### src/rtl/core/sha256_pkg.sv
package sha256_pkg;

   typedef struct packed {
      logic [7:0] data_byte;
      logic       has_byte;
      logic       end_of_message;
   } req_word_type;

   typedef struct packed {
      logic [31:0] digest_word;
      logic [2:0]  word_index;
      logic        last_word;
   } rsp_word_type;

   localparam logic [7:0] PAD_BYTE = 8'h80;

   function automatic logic [31:0] round_k(input logic [5:0] idx);
      logic [31:0] k;
      case (idx)
         6'd0: k = 32'h428a2f98; 6'd1: k = 32'h71374491; 6'd2: k = 32'hb5c0fbcf;
         6'd3: k = 32'he9b5dba5; 6'd4: k = 32'h3956c25b; 6'd5: k = 32'h59f111f1;
         6'd6: k = 32'h923f82a4; 6'd7: k = 32'hab1c5ed5; 6'd8: k = 32'hd807aa98;
         6'd9: k = 32'h12835b01; 6'd10: k = 32'h243185be; 6'd11: k = 32'h550c7dc3;
         6'd12: k = 32'h72be5d74; 6'd13: k = 32'h80deb1fe; 6'd14: k = 32'h9bdc06a7;
         6'd15: k = 32'hc19bf174; 6'd16: k = 32'he49b69c1; 6'd17: k = 32'hefbe4786;
         6'd18: k = 32'h0fc19dc6; 6'd19: k = 32'h240ca1cc; 6'd20: k = 32'h2de92c6f;
         6'd21: k = 32'h4a7484aa; 6'd22: k = 32'h5cb0a9dc; 6'd23: k = 32'h76f988da;
         6'd24: k = 32'h983e5152; 6'd25: k = 32'ha831c66d; 6'd26: k = 32'hb00327c8;
         6'd27: k = 32'hbf597fc7; 6'd28: k = 32'hc6e00bf3; 6'd29: k = 32'hd5a79147;
         6'd30: k = 32'h06ca6351; 6'd31: k = 32'h14292967; 6'd32: k = 32'h27b70a85;
         6'd33: k = 32'h2e1b2138; 6'd34: k = 32'h4d2c6dfc; 6'd35: k = 32'h53380d13;
         6'd36: k = 32'h650a7354; 6'd37: k = 32'h766a0abb; 6'd38: k = 32'h81c2c92e;
         6'd39: k = 32'h92722c85; 6'd40: k = 32'ha2bfe8a1; 6'd41: k = 32'ha81a664b;
         6'd42: k = 32'hc24b8b70; 6'd43: k = 32'hc76c51a3; 6'd44: k = 32'hd192e819;
         6'd45: k = 32'hd6990624; 6'd46: k = 32'hf40e3585; 6'd47: k = 32'h106aa070;
         6'd48: k = 32'h19a4c116; 6'd49: k = 32'h1e376c08; 6'd50: k = 32'h2748774c;
         6'd51: k = 32'h34b0bcb5; 6'd52: k = 32'h391c0cb3; 6'd53: k = 32'h4ed8aa4a;
         6'd54: k = 32'h5b9cca4f; 6'd55: k = 32'h682e6ff3; 6'd56: k = 32'h748f82ee;
         6'd57: k = 32'h78a5636f; 6'd58: k = 32'h84c87814; 6'd59: k = 32'h8cc70208;
         6'd60: k = 32'h90befffa; 6'd61: k = 32'ha4506ceb; 6'd62: k = 32'hbef9a3f7;
         default: k = 32'hc67178f2;
      endcase
      return k;
   endfunction

   function automatic logic [31:0] initial_h(input logic [2:0] idx);
      logic [31:0] h;
      case (idx)
         3'd0: h = 32'h6a09e667; 3'd1: h = 32'hbb67ae85;
         3'd2: h = 32'h3c6ef372; 3'd3: h = 32'ha54ff53a;
         3'd4: h = 32'h510e527f; 3'd5: h = 32'h9b05688c;
         3'd6: h = 32'h1f83d9ab; default: h = 32'h5be0cd19;
      endcase
      return h;
   endfunction

endpackage

### src/rtl/core/sha256_ram.sv
module sha256_ram #(
   parameter int Width = 32,
   parameter int Depth = 16
) (
   input  logic                     clock,
   input  logic                     wr_en,
   input  logic [$clog2(Depth)-1:0] wr_addr,
   input  logic [Width-1:0]         wr_data,
   input  logic [$clog2(Depth)-1:0] rd_addr,
   output logic [Width-1:0]         rd_data
);
   logic [Width-1:0] mem [Depth];

   always_ff @(posedge clock) begin
      if (wr_en) begin
         mem[wr_addr] <= wr_data;
      end
      rd_data <= mem[rd_addr];
   end
endmodule

### src/rtl/core/sha256_stream_hasher_top.sv
// SHA-256 hasher for a byte stream.
// Input channel (req_): one word per message byte; has_byte marks a real byte
// and end_of_message closes the message. An end word without a byte is
// allowed, so the empty message can be hashed.
// Result channel (rsp_): eight digest words, index 0 first, last_word on
// index 7, after each end word.
// A byte that does not fill the block is a read-modify-write of the block
// buffer word. The 64th byte of a block starts a compression: load the
// working variables from the hash word RAM, 64 rounds at one per cycle
// taking the first 16 schedule words from the 16-entry block buffer RAM and
// the rest from the schedule window, then fold the working variables into
// the hash words. An end word adds padding (and a second pass when the pad
// spills into another block), the length words, one or two compressions,
// then the digest: a setup step, then one word per cycle while the receiver
// does not stall.
// A stall on rsp_ holds the current digest word; the block takes no new word
// until the digest is fully delivered.
// Reset (synchronous, active high) runs a pass loading the initial hash
// values; req_stall stays high during it. After each digest the block
// reloads the initial values itself in the same way.
module sha256_stream_hasher_top (
   input  logic                      clock,
   input  logic                      reset,
   input  logic                      req_valid,
   output logic                      req_stall,
   input  sha256_pkg::req_word_type  req_word,
   output logic                      rsp_valid,
   input  logic                      rsp_stall,
   output sha256_pkg::rsp_word_type  rsp_word
);
   import sha256_pkg::*;

   typedef enum logic [3:0] {
      S_INIT, S_IDLE, S_BYTE_WR, S_PAD_RD, S_PAD, S_LEN,
      S_LOADH, S_ROUND, S_FOLD, S_OUT
   } state_type;

   state_type    state_ff;
   logic [3:0]   cnt_ff;        // init/load/fold/pad/len/out index
   logic [6:0]   rnd_ff;        // round counter, one ahead of the round index for the read latency
   logic [5:0]   bib_ff;        // bytes_in_block
   logic [60:0]  total_ff;
   logic         final_ff;      // compressing the last block
   logic         second_ff;     // a further pad/length block follows
   logic [7:0]   byte_ff;
   logic         eom_ff;
   logic [31:0]  a_ff, b_ff, c_ff, d_ff, e_ff, f_ff, g_ff, h_ff;
   logic [31:0]  w_ff [16];     // schedule window, w_ff[0] is w[t-16]
   rsp_word_type out_ff;
   logic         out_valid_ff;

   // block buffer RAM
   logic        bb_we;
   logic [3:0]  bb_waddr, bb_raddr;
   logic [31:0] bb_wdata, bb_rdata;
   // hash word RAM
   logic        hw_we;
   logic [2:0]  hw_waddr, hw_raddr;
   logic [31:0] hw_wdata, hw_rdata;

   sha256_ram #(.Width(32), .Depth(16)) u_block (
      .clock, .wr_en(bb_we), .wr_addr(bb_waddr), .wr_data(bb_wdata),
      .rd_addr(bb_raddr), .rd_data(bb_rdata));
   sha256_ram #(.Width(32), .Depth(8)) u_hash (
      .clock, .wr_en(hw_we), .wr_addr(hw_waddr), .wr_data(hw_wdata),
      .rd_addr(hw_raddr), .rd_data(hw_rdata));

   function automatic logic [31:0] rotr(input logic [31:0] x, input int n);
      return (x >> n) | (x << (32 - n));
   endfunction

   logic [31:0] merged, s0, s1, w_next, w_cur, t1, t2, wv;
   logic [1:0]  lane;
   logic [5:0]  rnd6;

   // working variable matching the hash word read last cycle
   logic [31:0] wv_prev;
   logic [31:0] wv_prev_ff;
   assign wv_prev = wv_prev_ff;

   assign req_stall = (state_ff != S_IDLE);
   assign rsp_valid = out_valid_ff;
   assign rsp_word  = out_ff;
   assign rnd6      = rnd_ff[5:0] - 6'd1;

   always_comb begin
      lane = bib_ff[1:0];
      // zero the lanes after the byte so the pad word needs no extra pass
      case (lane)
         2'd0: merged = {byte_ff, 24'd0};
         2'd1: merged = {bb_rdata[31:24], byte_ff, 16'd0};
         2'd2: merged = {bb_rdata[31:16], byte_ff, 8'd0};
         default: merged = {bb_rdata[31:8], byte_ff};
      endcase
      s0     = rotr(w_ff[1], 7) ^ rotr(w_ff[1], 18) ^ (w_ff[1] >> 3);
      s1     = rotr(w_ff[14], 17) ^ rotr(w_ff[14], 19) ^ (w_ff[14] >> 10);
      w_next = s1 + w_ff[9] + s0 + w_ff[0];
      w_cur  = (rnd_ff <= 7'd16) ? bb_rdata : w_next;
      t1 = h_ff + (rotr(e_ff, 6) ^ rotr(e_ff, 11) ^ rotr(e_ff, 25))
         + ((e_ff & f_ff) ^ (~e_ff & g_ff)) + round_k(rnd6) + w_cur;
      t2 = (rotr(a_ff, 2) ^ rotr(a_ff, 13) ^ rotr(a_ff, 22))
         + ((a_ff & b_ff) ^ (a_ff & c_ff) ^ (b_ff & c_ff));
      case (cnt_ff[2:0])
         3'd0: wv = a_ff; 3'd1: wv = b_ff; 3'd2: wv = c_ff; 3'd3: wv = d_ff;
         3'd4: wv = e_ff; 3'd5: wv = f_ff; 3'd6: wv = g_ff; default: wv = h_ff;
      endcase
   end

   // RAM port control
   always_comb begin
      bb_we = 1'b0; bb_waddr = bib_ff[5:2]; bb_wdata = merged;
      bb_raddr = bib_ff[5:2];
      hw_we = 1'b0; hw_waddr = cnt_ff[2:0]; hw_wdata = initial_h(cnt_ff[2:0]);
      hw_raddr = cnt_ff[2:0];
      case (state_ff)
         S_INIT: hw_we = 1'b1;
         S_BYTE_WR: bb_we = 1'b1;
         S_PAD: begin
            bb_we    = 1'b1;
            bb_waddr = cnt_ff;
            // a message ending on a full block pads a fresh block from word 0
            if (cnt_ff == bib_ff[5:2] && (!second_ff || bib_ff == 6'd0)) begin
               bb_wdata = merged;
            end else begin
               bb_wdata = 32'd0;
            end
         end
         S_LEN: begin
            bb_we    = 1'b1;
            bb_waddr = cnt_ff[0] ? 4'd15 : 4'd14;
            bb_wdata = cnt_ff[0] ? {total_ff[28:0], 3'b000} : total_ff[60:29];
         end
         S_LOADH: bb_raddr = 4'd0;
         S_ROUND: bb_raddr = rnd_ff[3:0];
         S_FOLD: begin
            hw_we    = (cnt_ff != 4'd0);
            hw_waddr = cnt_ff[2:0] - 3'd1;
            hw_wdata = hw_rdata + wv_prev;
            hw_raddr = cnt_ff[2:0];
         end
         // read one word ahead of the one being offered
         S_OUT: hw_raddr = cnt_ff[2:0] + 3'd1
                         + ((out_valid_ff && !rsp_stall) ? 3'd1 : 3'd0);
         default: ;
      endcase
   end

   always_ff @(posedge clock) begin
      wv_prev_ff <= wv;
      if (reset) begin
         state_ff     <= S_INIT;
         cnt_ff       <= '0;
         rnd_ff       <= '0;
         bib_ff       <= '0;
         total_ff     <= '0;
         final_ff     <= 1'b0;
         second_ff    <= 1'b0;
         out_valid_ff <= 1'b0;
      end else begin
         case (state_ff)
            S_INIT: begin
               if (cnt_ff == 4'd7) begin
                  cnt_ff <= '0;
                  state_ff <= S_IDLE;
               end else begin
                  cnt_ff <= cnt_ff + 4'd1;
               end
            end
            S_IDLE: begin
               if (req_valid) begin
                  eom_ff <= req_word.end_of_message;
                  if (req_word.has_byte) begin
                     byte_ff  <= req_word.data_byte;
                     state_ff <= S_BYTE_WR;
                  end else if (req_word.end_of_message) begin
                     byte_ff   <= PAD_BYTE;
                     second_ff <= 1'b0;
                     cnt_ff    <= bib_ff[5:2];
                     state_ff  <= S_PAD;
                  end
               end
            end
            S_BYTE_WR: begin
               bib_ff   <= bib_ff + 6'd1;
               total_ff <= total_ff + 61'd1;
               if (bib_ff == 6'd63) begin
                  final_ff <= 1'b0;
                  second_ff <= eom_ff;   // full block, then a padding block
                  cnt_ff   <= '0;
                  state_ff <= S_LOADH;
               end else if (eom_ff) begin
                  byte_ff   <= PAD_BYTE;
                  second_ff <= 1'b0;
                  state_ff  <= S_PAD_RD;
               end else begin
                  state_ff <= S_IDLE;
               end
            end
            S_PAD_RD: begin
               // read the word holding the next position; pad goes at that position
               cnt_ff   <= bib_ff[5:2];
               state_ff <= S_PAD;
            end
            S_PAD: begin
               // first pass cycle writes the merged word read at the prior cycle
               if (cnt_ff == 4'd15) begin
                  cnt_ff <= '0;
                  if (!second_ff && bib_ff > 6'd55) begin
                     final_ff  <= 1'b0;
                     second_ff <= 1'b1;
                     state_ff  <= S_LOADH;
                  end else begin
                     state_ff <= S_LEN;
                  end
               end else begin
                  cnt_ff <= cnt_ff + 4'd1;
               end
            end
            S_LEN: begin
               if (cnt_ff == 4'd1) begin
                  cnt_ff   <= '0;
                  final_ff <= 1'b1;
                  state_ff <= S_LOADH;
               end else begin
                  cnt_ff <= cnt_ff + 4'd1;
               end
            end
            S_LOADH: begin
               // read hash words; capture in the following cycle
               case (cnt_ff)
                  4'd1: a_ff <= hw_rdata; 4'd2: b_ff <= hw_rdata;
                  4'd3: c_ff <= hw_rdata; 4'd4: d_ff <= hw_rdata;
                  4'd5: e_ff <= hw_rdata; 4'd6: f_ff <= hw_rdata;
                  4'd7: g_ff <= hw_rdata;
                  4'd8: h_ff <= hw_rdata;
                  default: ;
               endcase
               if (cnt_ff == 4'd8) begin
                  cnt_ff   <= '0;
                  rnd_ff   <= 7'd1;
                  state_ff <= S_ROUND;
               end else begin
                  cnt_ff <= cnt_ff + 4'd1;
               end
            end
            S_ROUND: begin
               rnd_ff <= rnd_ff + 7'd1;
               for (int i = 0; i < 15; i++) begin
                  w_ff[i] <= w_ff[i+1];
               end
               w_ff[15] <= w_cur;
               h_ff <= g_ff; g_ff <= f_ff; f_ff <= e_ff; e_ff <= d_ff + t1;
               d_ff <= c_ff; c_ff <= b_ff; b_ff <= a_ff; a_ff <= t1 + t2;
               if (rnd_ff == 7'd64) begin
                  cnt_ff   <= '0;
                  state_ff <= S_FOLD;
               end
            end
            S_FOLD: begin
               if (cnt_ff == 4'd8) begin
                  cnt_ff <= '0;
                  if (final_ff) begin
                     state_ff <= S_OUT;
                  end else if (second_ff) begin
                     // full block ended the message, or pad spilled over
                     byte_ff  <= PAD_BYTE;
                     state_ff <= S_PAD;
                  end else begin
                     state_ff <= S_IDLE;
                  end
               end else begin
                  cnt_ff <= cnt_ff + 4'd1;
               end
            end
            S_OUT: begin
               if (!out_valid_ff) begin
                  out_valid_ff <= 1'b1;
                  out_ff <= '{digest_word: hw_rdata, word_index: cnt_ff[2:0],
                              last_word: cnt_ff[2:0] == 3'd7};
               end else if (!rsp_stall) begin
                  if (cnt_ff == 4'd7) begin
                     out_valid_ff <= 1'b0;
                     cnt_ff    <= '0;
                     bib_ff    <= '0;
                     total_ff  <= '0;
                     final_ff  <= 1'b0;
                     second_ff <= 1'b0;
                     state_ff  <= S_INIT;
                  end else begin
                     cnt_ff <= cnt_ff + 4'd1;
                     out_ff <= '{digest_word: hw_rdata, word_index: cnt_ff[2:0] + 3'd1,
                                 last_word: cnt_ff[2:0] == 3'd6};
                  end
               end
            end
            default: state_ff <= S_INIT;
         endcase
      end
   end
endmodule

### config.mk
export PLATFORM = sky130hd
export DESIGN_NAME = sha256_stream_hasher_top
export DESIGN_NICKNAME = d
export VERILOG_FILES = /design/src/rtl/core/sha256_pkg.sv /design/src/rtl/core/sha256_ram.sv /design/src/rtl/core/sha256_stream_hasher_top.sv
export SDC_FILE = /design/constraint.sdc
export NUM_CORES = 2
export LEC_CHECK = 0
export ABC_AREA = 1
export BUFFER_PORTS_ARGS = -buffer_cell sky130_fd_sc_hd__buf_2
export CORE_MARGIN = 2
export CORE_UTILIZATION = 65
export CTS_CLUSTER_SIZE = 8
export DETAILED_ROUTE_END_ITERATION = 8
export PLACE_DENSITY = 0.81
export REMOVE_ABC_BUFFERS = 1
export SYNTH_ARGS = -nofsm -noshare
export SYNTH_HDL_FRONTEND = slang
export SYNTH_SLANG_ARGS = --single-unit
export TNS_END_PERCENT = 100
### constraint.sdc
create_clock -name clock -period 41 [get_ports clock]
set_clock_uncertainty 0.1 [all_clocks]
set_input_delay 6.15 -clock clock [delete_from_list [all_inputs] [get_ports clock]]
set_output_delay 6.15 -clock clock [all_outputs]
set_load 0.1 [all_outputs]
==> flow_summary.yaml <==
status:
  status: "complete, but fails checks"
  failed_checks: "max-capacitance violations, max-slew violations"
timing:
  slew_headroom_pct: -1.64
  finalSetupTns_ns: 0
  drv_slew: 9
  setup_viol_count_final: 0
  fin_crit_ns: 11.27
  fmax_mhz: 88.7
  period_share_pct: 27.5
  hold_slack_ns: 0.305
  worst_pin_slew_ns: 1.51
  hold_viol: 0
  rsz0062_at_grt: "no"
drt:
  wl_met1_um: 103000
  drc: 0
  ant_nets: 0
  routed.top_layer: "met5"
  wl_met2_um: 124000
  vias: 65900
  wl_per_cell_um: 27.8
  viasPerCell: 6.56
  drt_iter0_markers: 10900
  wl_met3_um: 37200
  wl_um: 280000
  drtPass1Iterations: 7
global_routing:
  grt_pass1_vias: 63200
  grt_pass1_wl_um: 407000
  antenna_found_initial: 18
  grt_max_degree: 257
  grt_overflow: 0
  grt_use_total_pct: 41.0
synth:
  synth.avg_cell_area_um2: 10.7
  ys_seq_area_share_pct: 59.5
  yosysTopAreaCell: "edfxtp_1"
  synth_top_area_share_pct: 55.3
  synth_flop_cell: "edfxtp_1"
  synth_top_family_by_area: "compound AO/OA/AOI/OAI gates"
  synthCells: 8056
  synth_warnings: 0
  synth_fa_ha_area_share_pct: 7.23
  yosysUniqueCellTypes: 63
  synth_xor_area_share_pct: 3.34
  async_reset_ff_share_pct: 0
  synth_edf_count: 1581
  ys_ff_latch: 1762
  synthSimpleGateAreaFrac_pct: 11.3
  yosysMostFrequentCell: "edfxtp_1"
  synth_area_leaders: "edfxtp_1 55%, o21ai_0 6.0%, fa_1 4.5%, nand2_1 4.3%, dfxtp_1 4.2%"
  synth_common_cells: "1581 x edfxtp_1, 1035 x o21ai_0, 977 x nand2_1"
  synth.area.mux_share_pct: 0
  synthesis.area_um2: 85800
  synth_compound_gate_area_share_pct: 13.0
layout:
  fin_nets: 8512
  syn2layout_area_growth_pct: 10.9
  fin_cells: 10100
  drive_gt1_share_pct: 6.31
  postLayoutCoreUtil_pct: 72.5
worst_hold_path:
  hp-start: "w_ff[1][149]"
  hold_class: "reg2reg"
  worstHoldPathCells: 0
place:
  dpl.hpwl_um: 184000
  io_buffers: 51
  dp.cells: 9631
  gp_congestion: 1.04
cts:
  clock_latency_ns: 0.88
  cts_inserted_buffers: 239
  postCtsSetupRepairBufs: 0
  clockRootBuffer: "clkbuf_16"
  clk_path_buf_depth: 3
  cts_hold_buf: 0
  cts.sinks: 1762
  cts_tree: "yes"
  clk_pin_slew_ns: 0.06
  h-tree-depth: 4
  cts_resized: 0
critical_path:
  r2r-end: "a_ff[31]"
  crit_path_end: "a_ff[31]"
  startpoint: "w_ff[1][210]"
  r2r_cells: 48
  path_class: "reg2reg"
  cp_common_cell: "nand2_1"
  crit_required_ns: 41.49
  start_kind: "flop"
  worstPathMaxFanout: 6
  r2r_slack_ns: 29.73
  cp.arrival_ns: 11.76
  critPathSlowestCell: "nor4_1"
  cpPeakStageDelay_ns: 0.62
  endpoint_kind: "flop"
  r2r_start: "w_ff[1][210]"
floorplan:
  coreArea_um2: 131000
  ios: 52
  die_area_um2: 135000
  dieWidth_um: 367
  die_h_um: 367
  rows: 133
  start_util_pct: 65.4
power:
  total_power_w: 0.00892
  cellPowerDensity_nw_per_um2: 93.7
  p_leak_nw: 35.1
  irDropWorstVdd_mv: 0.112
flow_run:
  drv_cap: 1
==> report_power, final <==
group | leakage (nW) | internal [W] | switching, W
registers | 15.7 | 0.00225 | 0.000124
logic | 16.1 | 0.00141 | 0.00327
clock network | 3.29 | 0.00109 | 0.000770
total | 35.1 | 0.00475 | 0.00417
==> cells by family (layout without fill, tap and decap cells) <==
kind of cell	Yosys count	in the layout
and+or+nand+nor	2365	2365
AOI/OAI and AO/OA	1956	1956
DFF	1762	1762
buffers and inverters	1265	1496
adders and majority gates	381	381
xor gates and xnor gates	327	327
other	0	10
==> sequential cells by signal, indices dropped and copies added (netlist names), 4 cells and up <==
name             flops
c_ff                32
rsp_word            36
h_ff                32
b_ff                32
e_ff                32
state_ff             4
wv_prev             32
f_ff                32
d_ff                32
bib_ff               6
u_hash.mem         256
byte_ff              8
a_ff                32
g_ff                32
total_ff            61
cnt_ff               4
u_block.rd_data     32
u_block.mem        512
rnd_ff               7
w_ff               512
u_hash.rd_data      32
==> through the flow <==
| step | setup WS (ns) | instance area [µm²] |
|---|---|---|
| CTS | 30.01 | 95100 |
| global route | 29.35 | 95200 |
| finish | 29.73 | 95200 |
| detailed placement | 30.25 | 88200 |
| floorplan | 12.30 | 84400 |
| global placement | 30.26 | 88200 |
==> routing by layer <==
layer	GRT usage [%]	up-vias
li1	-	28200
met1	55.7	31700
met2	61.4	5112
met3	11.1	992
met4	20.4	20
met5	0	-
==> layout make-up <==
cell class              instances  area, µm²
diodes                         10       25.0
clock buffers                 395       6600
clock inverters                16        363
fillers                      8731      36100
inverters                     919       3460
multi-input cells            5029      30300
flip-flops and latches       1762      51100
well taps                    1755       2200
repair buffers                166       1170
==> how the worst min path moves through the flow <==
stage / end / slack, ns
final: w_ff[1][117] / 0.30
after CTS: w_ff[1][198] / 0.31
after floorplan: w_ff[0][100] / 0.30
after global placement: w_ff[1][123] / 0.30
after detailed placement: w_ff[0][159] / 0.30
after global routing: w_ff[0][131] / 0.31
==> cells in the final DEF (no fill, tap or decap), types with 111 or more instances in the layout <==
cell,n
edfxtp_1,1581
o21ai_0,1032
nand2_1,975
inv_1,901
nor2_1,867
a21oi_1,364
clkbuf_16,240
nand3_1,215
fa_1,192
ha_1,189
dfxtp_1,181
xor2_1,166
nor3_1,163
xnor2_1,160
clkbuf_1,154
buf_4,111
==> critical path: cells and delay by family (launching register included) <==
family | cells | cell delay [ns]
fa+ha+maj | 10 | 4.40
simple gates | 21 | 3.12
xor+xnor | 4 | 1.12
compound gates | 6 | 1.12
buf+inv | 7 | 0.62
flops | 1 | 0.50
No activity file was read; power rests on OpenSTA's default activity.
